`config.mk`:
```
export PLATFORM = sky130hd
export DESIGN_NAME = ulaw_noise_gate_silence_trimmer_top
export DESIGN_NICKNAME = d
export VERILOG_FILES = /design/src/hw/rtl/ungt_pkg.sv /design/src/hw/rtl/ungt_expand.sv /design/src/hw/rtl/ulaw_noise_gate_silence_trimmer_top.sv
export SDC_FILE = /design/constraint.sdc
export NUM_CORES = 1
export LEC_CHECK = 0
export BUFFER_PORTS_ARGS = -buffer_cell sky130_fd_sc_hd__buf_2
export CAP_MARGIN = 15
export CORE_MARGIN = 5
export CORE_UTILIZATION = 46
export DETAILED_ROUTE_END_ITERATION = 16
export HOLD_SLACK_MARGIN = 0.05
export SLEW_MARGIN = 5
export SYNTH_ARGS = -nofsm -noshare
export SYNTH_HDL_FRONTEND = slang
export SYNTH_SLANG_ARGS = --single-unit
```
`constraint.sdc`:
```
create_clock -name clk -period 14.1 [get_ports clk]
set_input_delay 1.41 -clock clk [delete_from_list [all_inputs] [get_ports clk]]
set_output_delay 1.41 -clock clk [all_outputs]
set_load 0.02 [all_outputs]
```
`src/hw/rtl/ungt_pkg.sv`:
```
`timescale 1ns / 1ps
// ----------------------------------------------------------------------------
// ungt_pkg
// Shared widths, constants and register indexes of the mu-law noise gate.
// ----------------------------------------------------------------------------
package ungt_pkg;

	localparam int CODE_W = 8;   // mu-law byte
	localparam int MAG_W  = 15;  // expanded magnitude, 0 .. 19551
	localparam int THR_W  = 15;  // gate threshold register
	localparam int SIL_W  = 16;  // max silence register
	localparam int RUN_W  = 17;  // quiet run counter, saturates at 2**SIL_W
	localparam int CFG_W  = 16;  // widest register
	localparam int CFG_IDX_W = 1;

	localparam logic [RUN_W-1:0] RUN_CAP = RUN_W'(1) << SIL_W;

	localparam logic [THR_W-1:0] GATE_THRESHOLD_RST = THR_W'(300);
	localparam logic [SIL_W-1:0] MAX_SILENCE_RST    = SIL_W'(800);

	// Expansion constants
	localparam logic [MAG_W-1:0] ULAW_BIAS = MAG_W'(33);

	// Register indexes
	typedef enum logic [CFG_IDX_W-1:0] {
		REG_GATE_THRESHOLD = 1'b0,
		REG_MAX_SILENCE    = 1'b1
	} cfg_reg_t;

endpackage

```
`src/hw/rtl/ungt_expand.sv`:
```
`timescale 1ns / 1ps
// ----------------------------------------------------------------------------
// ungt_expand
// Expands a mu-law byte to its linear magnitude (sign ignored).
// ----------------------------------------------------------------------------
module ungt_expand (
	input  logic [ungt_pkg::CODE_W-1:0] code,
	output logic [ungt_pkg::MAG_W-1:0]  mag
);
	import ungt_pkg::*;

	logic [CODE_W-1:0] inv;
	logic [2:0]        expo;
	logic [3:0]        mant;
	logic [MAG_W-1:0]  biased;

	// invert, split into exponent and mantissa, then ((m<<3)+33)<<e - 33
	assign inv    = ~code;
	assign expo   = inv[6:4];
	assign mant   = inv[3:0];
	assign biased = (MAG_W'({mant, 3'b000}) + ULAW_BIAS) << expo;
	assign mag    = biased - ULAW_BIAS;

endmodule

```
`src/hw/rtl/ulaw_noise_gate_silence_trimmer_top.sv`:
```
`timescale 1ns / 1ps
// ----------------------------------------------------------------------------
// ulaw_noise_gate_silence_trimmer_top
// Mu-law noise gate that trims long runs of quiet samples from a stream.
// ----------------------------------------------------------------------------
// Usage:
//   s_axis carries one mu-law byte per item in tdata. Each byte is expanded
//   to a linear magnitude; a magnitude below gate_threshold extends a run of
//   quiet samples, a louder one ends it. The byte leaves on m_axis unchanged
//   while the run is at or below max_silence, otherwise it is dropped.
//   Throughput is one item per clock while m_axis is ready: an input
//   register feeds the expander, run counter update and compare, which land
//   in the output register. The path has two register stages: an accepted
//   item enters the input register and, if kept, the output register once free.
//   When m_axis stalls, the output register holds its item and the input
//   register fills; s_axis_tready falls only when both are occupied.
//   Dropped items free their slot at once and cause no output.
//   Configuration: cfg_we with cfg_index 0 (gate_threshold, 15 bits) or
//   1 (max_silence, 16 bits) and cfg_wdata; write only while idle.
//   Reset (arst_n low) empties both stages, clears the quiet run and loads
//   gate_threshold = 300 and max_silence = 800.
// ----------------------------------------------------------------------------
module ulaw_noise_gate_silence_trimmer_top (
	input  logic                            clk,
	input  logic                            arst_n,
	// configuration
	input  logic                            cfg_we,
	input  logic [ungt_pkg::CFG_IDX_W-1:0]  cfg_index,
	input  logic [ungt_pkg::CFG_W-1:0]      cfg_wdata,
	// input stream
	input  logic                            s_axis_tvalid,
	output logic                            s_axis_tready,
	input  logic [7:0]                      s_axis_tdata,  // [7:0] ulaw_byte
	// output stream
	output logic                            m_axis_tvalid,
	input  logic                            m_axis_tready,
	output logic [7:0]                      m_axis_tdata   // [7:0] kept_byte
);
	import ungt_pkg::*;

	logic [THR_W-1:0]  gate_threshold_q;
	logic [SIL_W-1:0]  max_silence_q;
	logic [RUN_W-1:0]  quiet_run_q;

	logic              valid_s1;
	logic [CODE_W-1:0] code_s1;

	logic              out_valid_q;
	logic [CODE_W-1:0] out_data_q;

	logic              advance;
	logic [MAG_W-1:0]  mag;
	logic              quiet;
	logic [RUN_W-1:0]  run_next;
	logic              keep;

	// Configuration registers
	always_ff @(posedge clk or negedge arst_n) begin
		if (!arst_n) begin
			gate_threshold_q <= GATE_THRESHOLD_RST;
			max_silence_q    <= MAX_SILENCE_RST;
		end else if (cfg_we) begin
			unique case (cfg_reg_t'(cfg_index))
				REG_GATE_THRESHOLD: gate_threshold_q <= cfg_wdata[THR_W-1:0];
				REG_MAX_SILENCE:    max_silence_q    <= cfg_wdata[SIL_W-1:0];
				default: ;
			endcase
		end
	end

	// Flow control: s1 moves on when the output slot is free or being taken
	assign advance       = !out_valid_q || m_axis_tready;
	assign s_axis_tready = !valid_s1 || advance;

	// Input register
	always_ff @(posedge clk or negedge arst_n) begin
		if (!arst_n) begin
			valid_s1 <= 1'b0;
		end else if (s_axis_tready) begin
			valid_s1 <= s_axis_tvalid;
		end
	end

	always_ff @(posedge clk) begin
		if (s_axis_tready && s_axis_tvalid) begin
			code_s1 <= s_axis_tdata;
		end
	end

	ungt_expand u_expand (
		.code (code_s1),
		.mag  (mag)
	);

	// Quiet run update, saturating one above the largest max_silence
	assign quiet    = mag < gate_threshold_q;
	assign run_next = !quiet ? '0 :
	                  (quiet_run_q == RUN_CAP) ? quiet_run_q : quiet_run_q + RUN_W'(1);
	assign keep     = run_next <= {1'b0, max_silence_q};

	always_ff @(posedge clk or negedge arst_n) begin
		if (!arst_n) begin
			quiet_run_q <= '0;
		end else if (valid_s1 && advance) begin
			quiet_run_q <= run_next;
		end
	end

	// Output register
	always_ff @(posedge clk or negedge arst_n) begin
		if (!arst_n) begin
			out_valid_q <= 1'b0;
		end else if (advance) begin
			out_valid_q <= valid_s1 && keep;
		end
	end

	always_ff @(posedge clk) begin
		if (advance && valid_s1) begin
			out_data_q <= code_s1;
		end
	end

	assign m_axis_tvalid = out_valid_q;
	assign m_axis_tdata  = out_data_q;

	// Assertions
	a_run_bounded: assert property (@(posedge clk) disable iff (!arst_n)
		quiet_run_q <= RUN_CAP)
		else $error("quiet run counter passed its cap");

	a_loud_clears: assert property (@(posedge clk) disable iff (!arst_n)
		valid_s1 && advance && !quiet |=> quiet_run_q == '0)
		else $error("loud sample did not clear quiet run");

	a_s1_holds: assert property (@(posedge clk) disable iff (!arst_n)
		valid_s1 && !advance |=> valid_s1 && $stable(code_s1) && $stable(quiet_run_q))
		else $error("stalled input stage changed");

	a_drop_no_out: assert property (@(posedge clk) disable iff (!arst_n)
		valid_s1 && advance && !keep |=> !out_valid_q)
		else $error("trimmed item reached the output");

endmodule
```
==> impl_metrics.py, run 1 <==
metrics = {
    "status": {
        "status": "finished, final reports clean",
    },
    "die": {
        "rows": 35,
        "die_w_um": 107.8,
        "die_area_um2": 11620,
        "ios": 40,
        "die_y_um": 107.8,
        "start_util": 0.4740,
        "core_region_area_um2": 9284,
    },
    "drt": {
        "post_drt_wl_per_cell_um": 15.03,
        "first_pass_iters": 4,
        "drtIter0Drc": 204,
        "drtAntennaViolNets": 0,
        "vias_per_cell": 5.308,
        "dr_total_vias": 3381,
        "drc": 0,
        "drt-total-wl_um": 9571,
    },
    "cts": {
        "cts_buffer_depth": 2,
        "postCtsHoldBufs": 0,
        "clk_pin_slew_ns": 0.07,
        "clock_latency_ns": 0.34,
        "post_cts_resized": 0,
        "cts_buffers": 9,
        "cts_setup_buffers": 0,
        "cts_tree": "built",
        "cts.sinks": 66,
        "clockRootBuffer": "clkbuf_8",
        "cts_max_level": 3,
    },
    "critical_path": {
        "crit_path_end_kind": "register",
        "crit-reg2reg-launch": "code_s1[4]$_DFFE_PP_",
        "reg2reg_setup_slack_ns": 8.30,
        "slowest_stage": "edfxtp_1",
        "startpoint_type": "register",
        "critical_path_class": "reg -> reg",
        "r2r_end": "m_axis_tvalid$_DFFE_PN0P_",
        "reg2reg_depth": 21,
        "crit_top_cell": "ha_1",
        "crit_fanout": 36,
        "cpPeakStageDelay_ns": 0.82,
        "crit_chain": "inv_2, nand3_1, ha_1, nor3b_1, nor3_1, inv_1, a211oi_2, nand2b_1, nand3_1, ha_1, nand4_1, or4_1, o21ai_4, nor2_1, ha_1, a21o_1, a21oi_1, o21ai_0, a2111oi_0, a22oi_1, o21ai_1",
        "cp_num_buf_inv": 2,
        "startpoint": "code_s1[4]$_DFFE_PP_",
        "cp_top_family": "compound AO/OA/AOI/OAI gates",
        "arrival_ns": 6.05,
        "worstPathRequired_ns": 14.35,
    },
    "global_route": {
        "grt_pass1_wl_um": 15950,
        "grt-ovfl-total": 0,
        "grt_usage": 0.1740,
        "grt_max_degree": 51,
        "grt_pass1_vias": 3251,
        "antenna_found_initial": 0,
    },
    "layout": {
        "nNetsFinal": 567,
        "fin_area_um2": 4835,
        "fill_cells": 939,
        "syn2layout_area_growth_pct": 9.866,
        "drive_above_1_share": 0.1890,
        "diodes": 0,
        "layout.cells.non_filler": 637,
    },
    "synthesis": {
        "ys_ff_latch": 66,
        "synth_ff_type": "dfrtp_1",
        "synth.avg_cell_area_um2": 9.264,
        "syn_nets": 539,
        "yosys_warnings": 0,
        "ys_types": 59,
        "synthCells": 475,
        "ys_seq_area_frac": 0.3955,
        "syn_area_um2": 4400,
        "synth_edf_count": 16,
        "postSynth.asyncResetShare": 0.7576,
    },
    "sta": {
        "tightestPinTransition_ns": 0.9627,
        "hold_viol_final": 0,
        "final_min_period_over_clock_period": 0.4111,
        "rsz0062_at_grt": "no",
        "final_max_slew_viol_count": 0,
        "slew_headroom": 0.3582,
        "fin_tns_setup_ns": 0,
        "post-route-min-period_ns": 5.796,
        "setup_viol": 0,
        "clock.fmax_mhz": 172.5,
        "clock_skew_ns": 0.01165,
    },
    "placed_design": {
        "dp_hpwl_um": 7084,
        "place_congestion": 0.8036,
        "portBuffers": 39,
        "dp_cells": 621,
        "place_area_um2": 4633,
    },
    "power": {
        "leakage_uw": 0.002243,
        "p_total_uw": 560.4,
        "pwr_density_cell_nw_per_um2": 115.9,
        "vdd_drop_max_mv": 0.06246,
    },
    "worst_hold_path": {
        "whs_path_depth": 0,
        "worstHoldStart": "code_s1[7]$_DFFE_PP_",
        "hold_class": "reg -> reg",
        "whs_endpoint": "m_axis_tdata[7]$_DFFE_PP_",
    },
    "job": {
        "maxCapViolCount": 0,
    },
}
==> layout by cell type, fill, tap and decap left out, types with 4 or more instances in the layout <==
cell / n
xor2_1: 7
a21o_1: 5
clkbuf_8: 10
nor3_1: 8
o21ai_0: 39
nand2_1: 36
dfstp_2: 7
ha_1: 34
and3_1: 6
inv_1: 42
nand2b_1: 10
dfrtp_1: 43
nor3b_1: 5
nand4_1: 6
nand3_1: 13
xnor2_1: 14
o21ai_1: 7
a21oi_1: 21
mux2_2: 20
a22o_1: 14
nor2_1: 41
edfxtp_1: 16
nor4_1: 4
nor2b_1: 11
nand3b_1: 4
buf_2: 39
==> area by class of cell <==
class,instances,area [um^2],area share
clock buffers,11,141.4,0.02924
well taps,129,161.4,0.03339
inverters,43,161.4,0.03339
multi-input cells,342,2360,0.4881
flip-flops and latches,66,1740,0.3600
repair buffers,41,210.2,0.04348
clock inverters,5,60.06,0.01242
==> sequential cells by signal, indices dropped and copies added, names as in the netlist <==
register / flops
quiet_run_q: 17
max_silence_q: 16
gate_threshold_q: 15
code_s1: 8
m_axis_tdata: 8
m_axis_tvalid: 1
valid_s1: 1
==> worst max-delay path by stage <==
stage | endpoint | slack, ns | cells past startpoint
after floorplan | m_axis_tvalid$_DFFE_PN0P_ | 9.02 | 26
after global routing | m_axis_tvalid$_DFFE_PN0P_ | 7.73 | 21
after detailed placement | m_axis_tvalid$_DFFE_PN0P_ | 8.42 | 21
final | m_axis_tvalid$_DFFE_PN0P_ | 8.30 | 21
after global placement | m_axis_tvalid$_DFFE_PN0P_ | 8.64 | 20
after CTS | m_axis_tvalid$_DFFE_PN0P_ | 8.36 | 21
==> metal layers <==
| metal | vias up | part of all wire | global-route usage |
|---|---|---|---|
| met3 | 10 | 0.037 | 0.03959 |
| met2 | 52 | 0.46 | 0.2664 |
| met5 | - | 0 | 0 |
| li1 | 1713 | - | - |
| met4 | 0 | 0.0099 | 0.04509 |
| met1 | 1606 | 0.49 | 0.2477 |
==> Yosys cell counts (6+ instances only) <==
library cell	n	area, um^2
a21oi_1	21	105.1
a22o_1	14	122.6
and3_1	6	37.54
clkbuf_1	9	33.78
dfrtp_1	43	1076
dfstp_2	7	183.9
edfxtp_1	16	480.5
ha_1	34	425.4
inv_1	42	157.7
mux2_2	20	225.2
nand2_1	36	135.1
nand2b_1	10	62.56
nand3_1	13	65.06
nand4_1	6	37.54
nor2_1	41	153.9
nor2b_1	11	68.82
nor3_1	8	40.04
o21ai_0	39	195.2
o21ai_1	7	35.03
xnor2_1	14	122.6
xor2_1	7	61.31
==> cell families (layout without fill, tap and decap cells) <==
group                    Yosys count  count (layout)  synth area share
buffers and inverters             67             100           0.06824
multiplexers                      23              23           0.06085
adder cells (fa/ha/maj)           34              34           0.09667
AO/OA/AOI/OAI                    105             105            0.1496
XOR/XNOR                          21              21           0.04180
flip-flops                        66              66            0.3955
AND/OR/NAND/NOR                  159             159            0.1874
==> metrics by stage <==
step | worst slack [ns] | hold slack (ns) | utilization
2_1_floorplan | 9.019 | 0.4003 | -
3_3_place_gp | 8.638 | 0.4049 | 0.4991
3_5_place_dp | 8.424 | 0.4093 | 0.4991
4_1_cts | 8.361 | 0.4232 | 0.5208
5_1_grt | 7.726 | 0.4368 | 0.5208
6_report | 8.304 | 0.4285 | 0.5208
==> power by group <==
part / switching, uW / total (uW) / internal (uW)
Clock: 76.7 / 165 / 87.8
Combinational: 86.4 / 150 / 63.8
Sequential: 24.3 / 246 / 221
Power figures use the tool's default switching activity.
==> run 2: changes to the inputs <==
PLACE_DENSITY = 0.67   (was not set)
clock period = 4.98 ns   (was 14.1 ns; I/O delays follow)
==> impl_metrics.py, run 2 (same netlist as run 1, synthesis figures left out) <==
metrics = {
    "status": {
        "status": "finished, final reports clean",
    },
    "critical_path": {
        "crit_top_cell": "o21ai_1",
        "crit_chain": "inv_1, ha_4, inv_1, mux4_2, a21oi_1, a211oi_2, o21ai_1, o21ai_1, ha_1, nand4_1, or4_4, o21ai_4, buf_4, nor2_1, ha_1, o21ai_0, nor2_1, o41ai_2, a22oi_1, o21ai_1",
        "critical_path_class": "reg -> reg",
        "startpoint_type": "register",
        "slowest_stage": "or4_4",
        "cp_num_buf_inv": 3,
        "r2r_end": "m_axis_tvalid$_DFFE_PN0P_",
        "arrival_ns": 4.90,
        "crit_fanout": 13,
        "crit_path_end_kind": "register",
        "reg2reg_depth": 20,
        "cpPeakStageDelay_ns": 0.57,
        "worstPathRequired_ns": 5.26,
        "cp_top_family": "compound AO/OA/AOI/OAI gates",
        "reg2reg_setup_slack_ns": 0.35,
        "crit-reg2reg-launch": "code_s1[2]$_DFFE_PP_",
    },
    "worst_hold_path": {
        "worstHoldStart": "s_axis_tdata[0]",
        "whs_endpoint": "code_s1[0]$_DFFE_PP_",
        "whs_path_depth": 1,
        "hold_class": "in -> reg",
    },
    "sta": {
        "final_max_slew_viol_count": 0,
        "fin_tns_setup_ns": 0,
        "setup_viol": 0,
        "tightestPinTransition_ns": 0.7438,
        "hold_viol_final": 0,
        "clock_skew_ns": 0.007391,
        "hold_slack_ns": 0.3231,
        "setup_slack_ns": 0.3531,
        "final_min_period_over_clock_period": 0.9291,
        "clock.fmax_mhz": 216.1,
        "slew_headroom": 0.5036,
        "post-route-min-period_ns": 4.627,
    },
    "die": {
        "core_region_area_um2": 9284,
        "rows": 35,
        "die_area_um2": 11620,
        "die_y_um": 107.8,
        "start_util": 0.4740,
        "ios": 40,
        "die_w_um": 107.8,
    },
    "global_route": {
        "grt_pass1_wl_um": 16210,
        "antenna_found_initial": 0,
        "grt-ovfl-total": 0,
        "grt_max_degree": 51,
        "grt_pass1_vias": 3424,
        "grt_usage": 0.1760,
    },
    "power": {
        "vdd_drop_max_mv": 0.1809,
        "p_int_uw": 1063,
        "switching_share": 0.3440,
        "seq_power_share": 0.424,
        "p_comb_frac": 0.286,
        "leakage_uw": 0.002314,
        "netSwitchingPower_uw": 557.2,
        "p_clk_frac": 0.290,
        "pwr_density_cell_nw_per_um2": 326.0,
    },
    "placed_design": {
        "dp_cells": 627,
        "dp_hpwl_um": 7296,
        "preCtsSetupSlack_ns": 0.1725,
        "portBuffers": 39,
        "place_congestion": 0.8227,
    },
    "cts": {
        "clk_pin_slew_ns": 0.08,
        "cts_buffers": 9,
        "cts_tree": "built",
        "cts_buffer_depth": 2,
        "clockRootBuffer": "clkbuf_8",
        "cts_max_level": 3,
        "cts.sinks": 66,
        "clock_latency_ns": 0.35,
    },
    "drt": {
        "vias_per_cell": 5.311,
        "drc": 0,
        "post_drt_wl_per_cell_um": 14.97,
        "first_pass_iters": 4,
        "drt-total-wl_um": 9714,
        "drtAntennaViolNets": 0,
        "dr_total_vias": 3447,
        "drtIter0Drc": 187,
    },
    "layout": {
        "final_util": 0.5353,
        "largestRegisters": "quiet_run_q x17, max_silence_q x16, gate_threshold_q x15",
        "regMostFlops": "quiet_run_q",
        "diodes": 0,
        "drive_above_1_share": 0.2135,
        "fill_cells": 868,
        "syn2layout_area_growth_pct": 12.94,
        "layout.cells.non_filler": 649,
        "layout_commonest_cell": "dfrtp_1",
        "final_cell_mix": "43 x dfrtp_1, 42 x inv_1, 41 x nor2_1",
        "largest_reg_flops": 17,
        "nNetsFinal": 579,
    },
    "job": {
        "maxCapViolCount": 0,
    },
}
[run 2: per-stage QoR]
stage               total power [uW]  area [um^2]
global placement                1130         4682
detailed placement              1149         4682
floorplan                       1043         4408
finish                          1620         4970
global route                    1727         4970
CTS                             1620         4881
[run 2: layout make-up]
cell class              count  area [um^2]  share of cell area
multi-input cells         342         2385              0.4799
flip-flops and latches     66         1740              0.3502
repair buffers             53        322.8             0.06495
inverters                  43        161.4             0.03248
well taps                 129        161.4             0.03248
clock buffers               9        123.9             0.02492
clock inverters             7        75.07             0.01511
[run 2: worst max path at each step]
stage                    startpoint                        end  slack, ns  cells after the start
6_report       code_s1[2]$_DFFE_PP_  m_axis_tvalid$_DFFE_PN0P_       0.35                     20
3_3_place_gp   code_s1[2]$_DFFE_PP_  m_axis_tvalid$_DFFE_PN0P_       0.27                     21
3_5_place_dp   code_s1[2]$_DFFE_PP_  m_axis_tvalid$_DFFE_PN0P_       0.17                     20
2_1_floorplan  code_s1[5]$_DFFE_PP_  m_axis_tvalid$_DFFE_PN0P_       0.02                     26
4_1_cts        code_s1[2]$_DFFE_PP_  m_axis_tvalid$_DFFE_PN0P_       0.17                     20
5_1_grt        code_s1[2]$_DFFE_PP_  m_axis_tvalid$_DFFE_PN0P_      -0.05                     20
[run 2: timing repair]
| action | 4_1_cts | 5_1_grt |
|---|---|---|
| hold endpoints to repair | 0 | 11 |
| hold buffers | 0 | 1 |
| buffers inserted | 0 | 4 |
| endpoints found under the setup margin | 0 | 1 |
| resized for setup | 0 | 5 |
[run 2: routing by layer]
layer  share of wire  up-vias  track usage  wire length [um]
li1                -     1738            -                 -
met1            0.47     1627       0.2327              4534
met2            0.48       65       0.2864              4647
met3           0.033       17      0.03479               321
met4           0.022        0      0.06222               210
met5               0        -            0                 0
[run 2: power by group through the flow]
stage	clock network [uW]	registers, uW	logic (uW)
after floorplan	0	669	375
after global placement	0	697	433
after detailed placement	0	699	449
after CTS	479	688	453
after global routing	499	697	530
final	470	687	463
